$ cat src/design/ssp_pkg.sv
package ssp_pkg;

  localparam int INDEX_BITS = 16;
  localparam int ROOT_BITS  = (INDEX_BITS + 2) / 2;
  localparam int RAD_BITS   = 2 * ROOT_BITS;
  localparam int REM_BITS   = ROOT_BITS + 2;
  localparam int R_BITS     = ROOT_BITS - 1;
  localparam int CALC_BITS  = INDEX_BITS + 2;
  localparam int OUT_BITS   = 9;

  typedef struct packed {
    logic                  vld;
    logic [INDEX_BITS-1:0] idx;
    logic [RAD_BITS-1:0]   rad;
    logic [REM_BITS-1:0]   rem;
    logic [ROOT_BITS-1:0]  root;
  } ssp_stage_t;

endpackage

$ cat src/design/ssp_sqrt_cell.sv
module ssp_sqrt_cell (
  input  logic               clk,
  input  logic               rst_n,
  input  ssp_pkg::ssp_stage_t stg_i,
  output ssp_pkg::ssp_stage_t stg_o
);
  import ssp_pkg::*;

  ssp_stage_t              stg_r;
  ssp_stage_t              stg_nxt;
  logic [REM_BITS+1:0]     rem_sh;
  logic [REM_BITS+1:0]     trial;
  logic                    ge;

  always_comb begin
    rem_sh  = {stg_i.rem, stg_i.rad[RAD_BITS-1 -: 2]};
    trial   = (REM_BITS+2)'({stg_i.root, 2'b01});
    ge      = (rem_sh >= trial);
    stg_nxt = stg_i;
    stg_nxt.rem  = ge ? REM_BITS'(rem_sh - trial) : REM_BITS'(rem_sh);
    stg_nxt.root = {stg_i.root[ROOT_BITS-2:0], ge};
    stg_nxt.rad  = stg_i.rad << 2;
  end

  always_ff @(posedge clk) begin
    if (!rst_n) begin
      stg_r.vld <= 1'b0;
    end else begin
      stg_r <= stg_nxt;
    end
  end

  assign stg_o = stg_r;

endmodule

$ cat src/design/ssp_map.sv
module ssp_map (
  input  logic                          clk,
  input  logic                          rst_n,
  input  ssp_pkg::ssp_stage_t            stg_i,
  output logic                          out_vld,
  output logic signed [ssp_pkg::OUT_BITS-1:0] out_x,
  output logic signed [ssp_pkg::OUT_BITS-1:0] out_y
);
  import ssp_pkg::*;

  logic [ROOT_BITS-1:0]    sm1;
  logic [R_BITS-1:0]       r_a;

  logic                    v1_r, z1_r;
  logic [INDEX_BITS-1:0]   idx1_r;
  logic [R_BITS-1:0]       r1_r;
  logic [2*R_BITS-1:0]     rsq1_r;

  logic [2*R_BITS:0]       qsum;
  logic [INDEX_BITS-1:0]   n_nxt;
  logic                    v2_r, z2_r;
  logic [INDEX_BITS-1:0]   n2_r;
  logic [R_BITS-1:0]       r2_r;

  logic signed [CALC_BITS-1:0] rs, ns, ring, xs, ys;
  logic                    v3_r;
  logic signed [OUT_BITS-1:0] x3_r, y3_r;

  assign sm1 = stg_i.root - ROOT_BITS'(1);
  assign r_a = sm1[ROOT_BITS-1:1];

  always_ff @(posedge clk) begin
    if (!rst_n) begin
      v1_r <= 1'b0;
      v2_r <= 1'b0;
      v3_r <= 1'b0;
    end else begin
      v1_r <= stg_i.vld;
      v2_r <= v1_r;
      v3_r <= v2_r;
    end
  end

  always_ff @(posedge clk) begin
    z1_r   <= (stg_i.idx == '0);
    idx1_r <= stg_i.idx;
    r1_r   <= r_a;
    rsq1_r <= r_a * r_a;
  end

  assign qsum  = (2*R_BITS+1)'(rsq1_r) + (2*R_BITS+1)'(r1_r);
  assign n_nxt = idx1_r - INDEX_BITS'({qsum, 2'b00});

  always_ff @(posedge clk) begin
    z2_r <= z1_r;
    n2_r <= n_nxt;
    r2_r <= r1_r;
  end

  always_comb begin
    rs   = signed'(CALC_BITS'(r2_r));
    ns   = signed'(CALC_BITS'(n2_r));
    ring = rs + CALC_BITS'(1);
    xs   = '0;
    ys   = '0;
    if (z2_r) begin
      xs = '0;
      ys = '0;
    end else if (ns == '0) begin
      xs = rs;
      ys = -CALC_BITS'(1);
    end else if (ns < rs + CALC_BITS'(2)) begin
      xs = ring;
      ys = ns - CALC_BITS'(1);
    end else if (ns < CALC_BITS'(3) * rs + CALC_BITS'(4)) begin
      xs = CALC_BITS'(2) * rs + CALC_BITS'(3) - ns;
      ys = ring;
    end else if (ns < CALC_BITS'(5) * rs + CALC_BITS'(6)) begin
      xs = -ring;
      ys = CALC_BITS'(4) * rs + CALC_BITS'(5) - ns;
    end else if (ns < CALC_BITS'(7) * rs + CALC_BITS'(8)) begin
      xs = ns - (CALC_BITS'(6) * rs + CALC_BITS'(7));
      ys = -ring;
    end else if (ns < CALC_BITS'(8) * rs + CALC_BITS'(8)) begin
      xs = ring;
      ys = ns - (CALC_BITS'(8) * rs + CALC_BITS'(9));
    end
  end

  always_ff @(posedge clk) begin
    x3_r <= OUT_BITS'(xs);
    y3_r <= OUT_BITS'(ys);
  end

  assign out_vld = v3_r;
  assign out_x   = x3_r;
  assign out_y   = y3_r;

endmodule

$ cat src/design/square_spiral_index_to_xy_core.sv
// Throughput: one request per cycle; busy is always low.
// The pipeline is a row of ROOT_BITS square-root cells, one root bit per cell,
// followed by three mapping stages (multiply, ring offset, side select).
// Reset: synchronous active-low rst_n clears all valid flags; no results after reset.
// The receiver cannot stall: each result is shown for one cycle with out_valid.
module square_spiral_index_to_xy_core (
  input  logic                                 clk,
  input  logic                                 rst_n,
  input  logic                                 start,
  output logic                                 busy,
  input  logic [ssp_pkg::INDEX_BITS-1:0]       in_spiral_index,
  output logic                                 out_valid,
  output logic signed [ssp_pkg::OUT_BITS-1:0]  out_offset_x,
  output logic signed [ssp_pkg::OUT_BITS-1:0]  out_offset_y
);
  import ssp_pkg::*;

  ssp_stage_t head;
  ssp_stage_t chain [ROOT_BITS+1];

  assign busy = 1'b0;

  always_comb begin
    head.vld  = start & ~busy;
    head.idx  = in_spiral_index;
    head.rad  = RAD_BITS'({1'b0, in_spiral_index} + (INDEX_BITS+1)'(1));
    head.rem  = '0;
    head.root = '0;
  end

  assign chain[0] = head;

  for (genvar i = 0; i < ROOT_BITS; i++) begin : g_cell
    ssp_sqrt_cell u_cell (
      .clk   (clk),
      .rst_n (rst_n),
      .stg_i (chain[i]),
      .stg_o (chain[i+1])
    );
  end

  ssp_map u_map (
    .clk     (clk),
    .rst_n   (rst_n),
    .stg_i   (chain[ROOT_BITS]),
    .out_vld (out_valid),
    .out_x   (out_offset_x),
    .out_y   (out_offset_y)
  );

endmodule

$ cat config.mk
export PLATFORM = sky130hd
export DESIGN_NAME = square_spiral_index_to_xy_core
export DESIGN_NICKNAME = d
export VERILOG_FILES = /design/src/design/ssp_pkg.sv /design/src/design/ssp_sqrt_cell.sv /design/src/design/ssp_map.sv /design/src/design/square_spiral_index_to_xy_core.sv
export SDC_FILE = /design/constraint.sdc
export NUM_CORES = 1
export LEC_CHECK = 0
export ABC_AREA = 1
export BUFFER_PORTS_ARGS = -buffer_cell sky130_fd_sc_hd__buf_2
export CAP_MARGIN = 20
export CORE_MARGIN = 3
export CORE_UTILIZATION = 64
export DETAILED_ROUTE_END_ITERATION = 8
export HOLD_SLACK_MARGIN = 0.1
export PLACE_DENSITY = 0.81
export SLEW_MARGIN = 20
export SYNTH_ARGS = -nofsm -noshare
export SYNTH_HDL_FRONTEND = slang
export SYNTH_SLANG_ARGS = --single-unit
$ cat constraint.sdc
create_clock -name clk -period 6.8 [get_ports clk]
set_input_delay 0.68 -clock clk [delete_from_list [all_inputs] [get_ports clk]]
set_output_delay 0.68 -clock clk [all_outputs]
set_load 0.005 [all_outputs]
==> results of run 1 <==
## registers in the layout, indices dropped and copies added, names as in the netlist
signal,flops
g_cell.u_cell.stg_o,346
u_map.idx1_r,16
u_map.n2_r,16
u_map.out_vld,1
u_map.out_x,9
u_map.out_y,9
u_map.r1_r,8
u_map.r2_r,8
u_map.rsq1_r,12
u_map.v1_r,1
u_map.v2_r,1
u_map.z1_r,1
u_map.z2_r,1
## kinds of logic (layout without fill, tap and decap cells)
group                    after synthesis  in the layout  share of synthesized area, %
adder cells (fa/ha/maj)              269            269                          15.4
buffers and inverters                407            500                          6.70
other                                  2              3                        0.0316
AND/OR/NAND/NOR                      762            762                          14.0
flip-flops                           429            429                          50.4
AO/OA/AOI/OAI                        305            305                          7.25
XOR/XNOR                             168            168                          6.23
## Yosys cell counts, drive strengths merged (3+ instances only)
library cell  number
xor2             121
o21ai            118
edfxtp           337
nand3b             7
o2111ai            5
o21a               6
nand2            419
nor4              17
buf               17
xnor2             47
a21oi            128
clkbuf             9
a211oi             3
nor2             129
a21o              13
inv              381
nand4             38
a31oi             10
fa                39
ha               230
o21bai            11
nand3            108
nor3              31
dfxtp             92
or2                9
o211ai             4
## layout make-up
class                           instances  share of cell area, %
Sequential cell                       429                   46.4
Multi-Input combinational cell       1507                   39.6
Inverter                              381                   5.55
Clock buffer                           53                   4.40
Tap cell                              461                   2.24
Timing Repair Buffer                   44                   1.01
Clock inverter                         22                  0.840
## worst paths after layout
| check | from | to | depth (start not counted) | slack (ns) |
|---|---|---|---|---|
| worst max-delay path | u_map.r2_r[2]$_DFF_P_ | u_map.out_y[8]$_SDFF_PP0_ | 26 | 1.48 |
| worst min-delay path | start | g_cell[0].u_cell.stg_o[54]$_SDFF_PN0_ | 3 | 0.31 |
| worst max register to register | u_map.r2_r[2]$_DFF_P_ | u_map.out_y[8]$_SDFF_PP0_ | 26 | 1.48 |
| worst min register to register | u_map.idx1_r[1]$_DFF_P_ | u_map.n2_r[1]$_DFF_P_ | 0 | 0.33 |
## power breakdown
| part | total, uW | switching (uW) | leakage (uW) | internal [uW] |
|---|---|---|---|---|
| clock | 2260 | 990 | 0.000650 | 1270 |
| sequential | 3440 | 255 | 0.00402 | 3190 |
| combinational | 3300 | 2020 | 0.00695 | 1280 |
| total | 9010 | 3270 | 0.0116 | 5740 |
## metrics by stage
step / hold WS [ns] / total power [uW] / utilization (%) / instance area (um2)
finish: 0.308 / 9010 / 71.4 / 25800
detailed placement: 0.319 / 6720 / 67.7 / 24400
floorplan: 0.310 / 5800 / - / 23800
global placement: 0.313 / 6590 / 67.7 / 24400
CTS: 0.277 / 9020 / 71.4 / 25800
global route: 0.304 / 9590 / 71.4 / 25800
## worst register-to-register path, cell delays in order (launching register included)
cell	delay [ns]
sky130_fd_sc_hd__dfxtp_1	0.77
sky130_fd_sc_hd__inv_1	0.26
sky130_fd_sc_hd__fa_1	0.54
sky130_fd_sc_hd__inv_1	0.06
sky130_fd_sc_hd__ha_1	0.24
sky130_fd_sc_hd__fa_1	0.42
sky130_fd_sc_hd__nand3_1	0.10
sky130_fd_sc_hd__nand3_1	0.11
sky130_fd_sc_hd__a21oi_1	0.15
sky130_fd_sc_hd__o21bai_1	0.11
sky130_fd_sc_hd__xor2_1	0.17
sky130_fd_sc_hd__inv_1	0.10
sky130_fd_sc_hd__nand3_1	0.12
sky130_fd_sc_hd__xor2_1	0.17
sky130_fd_sc_hd__ha_1	0.30
sky130_fd_sc_hd__a21o_1	0.16
sky130_fd_sc_hd__nor2_1	0.12
sky130_fd_sc_hd__nand2_1	0.06
sky130_fd_sc_hd__nand2_1	0.07
sky130_fd_sc_hd__nand3_2	0.33
sky130_fd_sc_hd__inv_2	0.41
sky130_fd_sc_hd__nand2_1	0.11
sky130_fd_sc_hd__nand3_1	0.08
sky130_fd_sc_hd__nand2_1	0.06
sky130_fd_sc_hd__nand2_1	0.05
sky130_fd_sc_hd__nand2_1	0.08
sky130_fd_sc_hd__a21oi_2	0.10
## metal layers
layer	GRT usage [%]	wire length [um]
met1	29.8	19500
met2	47.7	25900
met3	4.45	2530
met4	16.8	3560
met5	0	0
==> impl_summary.txt, run 1 <==
----------------------------------------------------
[Run status]
  Status ... complete, no violations

[STA]
  Unrepaired setup endpoints after global routing ... false
  Fin crit period ... 5.32 ns
  Max Clk Rate ... 188 MHz
  Final count of negative-setup-slack endpoints ... 0
  Final Cycle Share ... 78.2%
  Number of max-slew violations in the final report ... 0
  Clock Skew ... 0.0254 ns
  Worst-margin pin slew ... 0.963 ns
  Final hold violation count ... 0
  Remaining max-slew budget at the tightest pin ... 35.8%
  Setup TNS ... 0 ns
  Post-layout worst setup margin ... 1.48 ns

[Setup path]
  CP Data Arrival Time ... 5.81 ns
  Startpoint-to-endpoint class of the critical path ... reg2reg
  Family of cells with the greatest summed delay on the critical path ... adder cells
  Most used cell along the critical path ... sky130_fd_sc_hd__nand2_1
  Type of element launching the critical path ... register
  Worst Setup End Kind ... register
  Worst path buffer plus inverter count ... 4
  Library cell contributing the largest single delay on the critical path ... sky130_fd_sc_hd__dfxtp_1
  Required time of the critical path ... 7.29 ns
  Worst stage delay on the critical path ... 0.77 ns
  Biggest fanout along the worst timing path ... 16

[Cells and area]
  Signed area change from the synthesized netlist to the final layout ... 8.54%
  Number of antenna cells inserted ... 0
  Most common cell after layout, fill and taps aside ... sky130_fd_sc_hd__nand2_1
  Filler instances ... 2,552
  Final layout net count ... 2,694
  Area used by sequential logic in the layout ... 12,000 um2
  Final non-filler cell total ... 2,897
  Share of post-route cells with drive strength above 1 ... 6.40%
  Commonest non-fill, non-tap cells in the layout ... 414 x sky130_fd_sc_hd__nand2_1, 373 x sky130_fd_sc_hd__inv_1, 337 x sky130_fd_sc_hd__edfxtp_1
  Multi-input gate area ... 10,200 um2

[Drt]
  Post-DRT Antenna Nets ... 0
  Total wire length ... 51,500 um
  Routed wire length per instance ... 17.8 um
  Number of vias per cell ... 5.63
  Total vias in the final route ... 16,300
  DRC marker count from the first detailed-route iteration ... 1,096
  TritonRoute pass-1 iters ... 5
  Post-detailed-route DRC marker count ... 0

[Global route]
  Number of antenna violations at the first check in global routing ... 0
  Aggregate global-route resource usage ... 26.7%
  Residual overflow from global routing ... 0
  Maximum number of pins on one net before global-route repair ... 156
  Number of global-route vias before repair ... 16,600
  Global-route wire length before repair ... 82,700 um

[Clock tree]
  Clock Latency Late Sink ... 0.57 ns
  Count of buffers added by post-CTS timing repair for setup ... 0
  Master cell of the clock root buffer ... sky130_fd_sc_hd__clkbuf_16
  Clock buffers created by TritonCTS ... 43
  Longest Clk Path Bufs ... 3
  Number of hold buffers added after CTS ... 0
  CTS tree ... yes
  Clock-pin slew on the worst setup and hold paths ... 0.06 ns
  Number of clock sinks seen by CTS ... 429
  Number of resized instances in the post-cts repair step ... 0
  H-tree levels ... 2

[Synthesis]
  Post-synthesis sequential area ratio ... 50.4%
  Synth Warn # ... 0
  Cells after Synth ... 2,342
  Proportion of register bits with asynchronous set or reset after synthesis ... 0%
  Post-synth cell types ... 56
  Post-Synthesis Mean Instance Area ... 10.1 um2
  Most used flip-flop cell after synthesis ... sky130_fd_sc_hd__edfxtp_1
  Library cell with the largest summed area after synthesis ... sky130_fd_sc_hd__edfxtp_1
  Number of register bits inferred by synthesis ... 429
  Fraction of post-synthesis cell area in the top cell type by area ... 42.6%
  Post-synth design cell area ... 23,800 um2
  EDFF count, synth ... 337
  Ranking of synthesized cells by area ... sky130_fd_sc_hd__edfxtp_1 43%, sky130_fd_sc_hd__ha_1 12%, sky130_fd_sc_hd__dfxtp_1 7.8%

[Floorplan]
  Number of primary I/O pins ... 39
  Core area ... 36,100 um2
  Die Span Y ... 199 um
  Die area ... 39,500 um2
  Number of standard-cell rows in the floorplan ... 69
  Starting density of the core ... 65.8%
  Die Span X ... 199 um

[Placed design]
  Placed Cells incl. Taps ... 2,822
  RD Place Congestion ... 0.996
  IO buf count ... 37
  HPWL after detailed placement ... 38,000 um
  Setup WS pre-CTS ... 1.56 ns

[Pwr]
  Leakage power figure ... 0.0116 uW
  VDD IR max ... 0.314 mV
  Total power divided by cell area ... 349 nW/um2

[Min path]
  Worst min-delay path class ... in2reg

[Job]
  Count of max-cap constraint violations ... 0

----------------------------------------------------
(Power assumes the default switching activity.)
==> run 2, diff against run 1 <==
- ABC_AREA: 1 -> 0
- clock period: 6.8 -> 4.9 ns (I/O delays scaled with it)
==> impl_summary.txt, run 2 <==
----------------------------------------------------
[Min path]
  Worst min-delay path class ... in2reg (unchanged)

[Pwr]
  Clock power frac ... 25.7% (was 25.1%)
  Total power divided by cell area ... 507 nW/um2 (was 349 nW/um2)
  Share of total power in sequential cells ... 35.9% (was 38.2%)
  Final total power ... 13,300 uW (was 9010 uW)
  Switch share ... 34.8% (was 36.3%)
  Psw ... 4620 uW (was 3270 uW)
  VDD IR max ... 0.559 mV (was 0.314 mV)
  Leakage power figure ... 0.0109 uW (was 0.0116 uW)
  Internal power consumption ... 8670 uW (was 5740 uW)
  Part of the power in combinational logic ... 38.4% (was 36.6%)

[Cells and area]
  Filler instances ... 2,140 (was 2,552)
  Signed area change from the synthesized netlist to the final layout ... 15.3% (was 8.54%)
  Most common cell after layout, fill and taps aside ... sky130_fd_sc_hd__edfxtp_1 (was sky130_fd_sc_hd__nand2_1)
  Commonest non-fill, non-tap cells in the layout ... 337 x sky130_fd_sc_hd__edfxtp_1, 225 x sky130_fd_sc_hd__ha_1, 192 x sky130_fd_sc_hd__inv_1 (was 414 x sky130_fd_sc_hd__nand2_1, 373 x sky130_fd_sc_hd__inv_1, 337 x sky130_fd_sc_hd__edfxtp_1)
  Number of flip-flops under the largest register name ... 346 (unchanged)
  Final non-filler cell area ... 26,200 um2 (was 25,800 um2)
  Final layout net count ... 2,365 (was 2,694)
  Number of antenna cells inserted ... 0 (unchanged)
  Share of post-route cells with drive strength above 1 ... 15.1% (was 6.40%)

[Synthesis]
  Cells after Synth ... 1,907 (was 2,342)
  Fraction of post-synthesis cell area in the top cell type by area ... 44.5% (was 42.6%)
  Most used flip-flop cell after synthesis ... sky130_fd_sc_hd__edfxtp_1 (unchanged)
  Post-synth cell types ... 80 (was 56)
  Proportion of register bits with asynchronous set or reset after synthesis ... 0% (unchanged)
  Post-synth design cell area ... 22,800 um2 (was 23,800 um2)
  Number of register bits inferred by synthesis ... 429 (unchanged)
  Most numerous cell types in the synthesized netlist ... 337 x sky130_fd_sc_hd__edfxtp_1, 230 x sky130_fd_sc_hd__ha_1, 197 x sky130_fd_sc_hd__inv_1 (was 414 x sky130_fd_sc_hd__nand2_1, 373 x sky130_fd_sc_hd__inv_1, 337 x sky130_fd_sc_hd__edfxtp_1)
  Most frequently used cell type in the post-synthesis netlist ... sky130_fd_sc_hd__edfxtp_1 (was sky130_fd_sc_hd__nand2_1)
  EDFF count, synth ... 337 (unchanged)
  Ranking of synthesized cells by area ... sky130_fd_sc_hd__edfxtp_1 44%, sky130_fd_sc_hd__ha_1 13%, sky130_fd_sc_hd__dfxtp_1 8.1% (was sky130_fd_sc_hd__edfxtp_1 43%, sky130_fd_sc_hd__ha_1 12%, sky130_fd_sc_hd__dfxtp_1 7.8%)
  Post-Synthesis Mean Instance Area ... 11.9 um2 (was 10.1 um2)
  Library cell with the largest summed area after synthesis ... sky130_fd_sc_hd__edfxtp_1 (unchanged)
  Post-synthesis sequential area ratio ... 52.6% (was 50.4%)
  Synth Warn # ... 0 (unchanged)

[Placed design]
  Standard cell area after detailed placement ... 24,100 um2 (was 24,400 um2)
  Setup WS pre-CTS ... -0.194 ns (was 1.56 ns)
  RD Place Congestion ... 0.970 (was 0.996)
  HPWL after detailed placement ... 35,000 um (was 38,000 um)
  IO buf count ... 37 (unchanged)

[Clock tree]
  H-tree levels ... 2 (unchanged)
  Clock Latency Late Sink ... 0.57 ns (about the same)
  Number of hold buffers added after CTS ... 0 (unchanged)
  Clock-pin slew on the worst setup and hold paths ... 0.06 ns (about the same)
  Longest Clk Path Bufs ... 3 (unchanged)
  CTS tree ... yes (unchanged)
  Number of clock sinks seen by CTS ... 429 (unchanged)
  Master cell of the clock root buffer ... sky130_fd_sc_hd__clkbuf_16 (unchanged)
  Clock buffers created by TritonCTS ... 42 (was 43)

[Global route]
  Maximum number of pins on one net before global-route repair ... 143 (was 156)
  Number of global-route vias before repair ... 15,100 (was 16,600)
  Global-route wire length before repair ... 79,500 um (was 82,700 um)
  Residual overflow from global routing ... 0 (unchanged)
  Number of antenna violations at the first check in global routing ... 0 (unchanged)
  Aggregate global-route resource usage ... 26.4% (was 26.7%)

[Job]
  Count of max-cap constraint violations ... 0 (unchanged)

[Run status]
  Violated checks ... negative setup slack
  Status ... finished with violations (was complete, no violations)

[Floorplan]
  Core area ... 34,800 um2 (was 36,100 um2)
  Die area ... 37,900 um2 (was 39,500 um2)
  Die Span Y ... 195 um (was 199 um)
  Starting density of the core ... 65.4% (was 65.8%)
  Die Span X ... 195 um (was 199 um)
  Number of primary I/O pins ... 39 (unchanged)
  Number of standard-cell rows in the floorplan ... 68 (was 69)

[Setup path]
  Type of element launching the critical path ... register (unchanged)
  Startpoint-to-endpoint class of the critical path ... reg2reg (unchanged)
  Required time of the critical path ... 5.38 ns (was 7.29 ns)
  CP Data Arrival Time ... 5.58 ns (was 5.81 ns)
  Biggest fanout along the worst timing path ... 6 (was 16)
  Worst Setup End Kind ... register (unchanged)

[STA]
  Post-layout worst setup margin ... -0.200 ns (was 1.48 ns)
  Number of max-slew violations in the final report ... 0 (unchanged)
  Setup TNS ... -1.11 ns (was 0 ns)
  Final hold violation count ... 0 (unchanged)
  Max Clk Rate ... 196 MHz (was 188 MHz)
  Fin crit period ... 5.10 ns (was 5.32 ns)
  Final count of negative-setup-slack endpoints ... 13 (was 0)
  Unrepaired setup endpoints after global routing ... true (was false)
  Remaining max-slew budget at the tightest pin ... 32.0% (was 35.8%)
  Worst-margin pin slew ... 1.02 ns (was 0.963 ns)
  Clock Skew ... 0.0268 ns (was 0.0254 ns)
  Final Cycle Share ... 104% (was 78.2%)

[Drt]
  TritonRoute pass-1 iters ... 5 (unchanged)
  Total vias in the final route ... 15,100 (was 16,300)
  Post-detailed-route DRC marker count ... 0 (unchanged)
  Routed wire length per instance ... 19.6 um (was 17.8 um)
  Post-DRT Antenna Nets ... 0 (unchanged)
  DRC marker count from the first detailed-route iteration ... 1,065 (was 1,096)
  Total wire length ... 50,400 um (was 51,500 um)
  Number of vias per cell ... 5.88 (was 5.63)

----------------------------------------------------
## run 2: cell count changes in the layout (fill, tap and decap cells not counted), sizes merged, moves of 29 or more
cell	previous run	this run
o21a	6	35
xor2	121	59
o21ai	118	69
a21oi	128	99
nor2	129	99
buf	44	159
xnor2	47	130
nand3	108	34
nand2	419	97
inv	384	202
## run 2: critical path: stages, from the launching register on
cell	delay [ns]
sky130_fd_sc_hd__dfxtp_4	0.38
sky130_fd_sc_hd__inv_4	0.04
sky130_fd_sc_hd__fa_1	0.55
sky130_fd_sc_hd__inv_2	0.06
sky130_fd_sc_hd__ha_4	0.16
sky130_fd_sc_hd__fa_2	0.38
sky130_fd_sc_hd__a21oi_2	0.14
sky130_fd_sc_hd__nor2_1	0.05
sky130_fd_sc_hd__nor2_1	0.17
sky130_fd_sc_hd__o21bai_1	0.14
sky130_fd_sc_hd__a21oi_2	0.25
sky130_fd_sc_hd__xnor2_2	0.14
sky130_fd_sc_hd__nor3_2	0.19
sky130_fd_sc_hd__buf_4	0.16
sky130_fd_sc_hd__xnor2_1	0.06
sky130_fd_sc_hd__ha_1	0.32
sky130_fd_sc_hd__o21ai_2	0.07
sky130_fd_sc_hd__a21oi_2	0.17
sky130_fd_sc_hd__nor3_2	0.08
sky130_fd_sc_hd__buf_4	0.14
sky130_fd_sc_hd__a21oi_4	0.17
sky130_fd_sc_hd__nand3_2	0.15
sky130_fd_sc_hd__buf_6	0.18
sky130_fd_sc_hd__buf_4	0.13
sky130_fd_sc_hd__buf_6	0.11
sky130_fd_sc_hd__o41ai_4	0.33
sky130_fd_sc_hd__o21ai_2	0.13
sky130_fd_sc_hd__o22ai_1	0.16
## run 2: repair_timing
action | CTS | global route
pin swaps | 6 | 58
setup buffers | 4 | 25
gates cloned | 0 | 1
setup endpoints to repair | 9 | 23
resized for setup | 13 | 84
## run 2: cell families after synthesis
kind of cell	after synthesis	synth area share (%)
flops	429	52.6
other cells	2	0.0330
buf+inv	232	3.92
mux	7	0.324
fa+ha+maj	269	16.1
simple gates	430	9.72
compound gates	349	10.1
xor+xnor	189	7.27
## run 2: per-stage QoR
step                hold slack, ns  instances  utilization [%]
floorplan                    0.310       1908                -
global placement             0.310       2460             69.3
detailed placement           0.312       2460             69.3
CTS                          0.116       2542             73.9
global route                 0.127       2566             75.4
finish                       0.138       2566             75.4
## run 2: worst paths after layout
kind	from	endpoint	slack, ns	depth (start not counted)
hold / removal	start	g_cell[0].u_cell.stg_o[54]$_SDFF_PN0_	0.14	2
setup / recovery	u_map.r2_r[1]$_DFF_P_	u_map.out_y[6]$_SDFF_PP0_	-0.20	27
hold reg to reg	u_map.z1_r$_DFF_P_	u_map.z2_r$_DFF_P_	0.32	0
setup reg to reg	u_map.r2_r[1]$_DFF_P_	u_map.out_y[6]$_SDFF_PP0_	-0.20	27
## run 2: area by class of cell
class                           count  area, um2  area share, %
Sequential cell                   429      12000           45.6
Multi-Input combinational cell   1247      10300           39.3
Timing Repair Buffer              159       1170           4.44
Clock buffer                       52       1140           4.35
Inverter                          198        746           2.84
Tap cell                          455        569           2.17
Clock inverter                     26        337           1.28
## run 2: per-layer routing
metal  wire length, um  GRT usage (%)
met1             21000           34.6
met2             25300           45.5
met3              2850           4.32
met4              1290           7.77
met5                 0              0
## run 2: power by group through the flow
stage               combinational (uW)  sequential (uW)  clock [uW]
finish                            5110             4770        3420
global placement                  4440             4800           0
detailed placement                4590             4820           0
floorplan                         3300             4650           0
CTS                               4690             4750        3460
global route                      5630             4800        3600
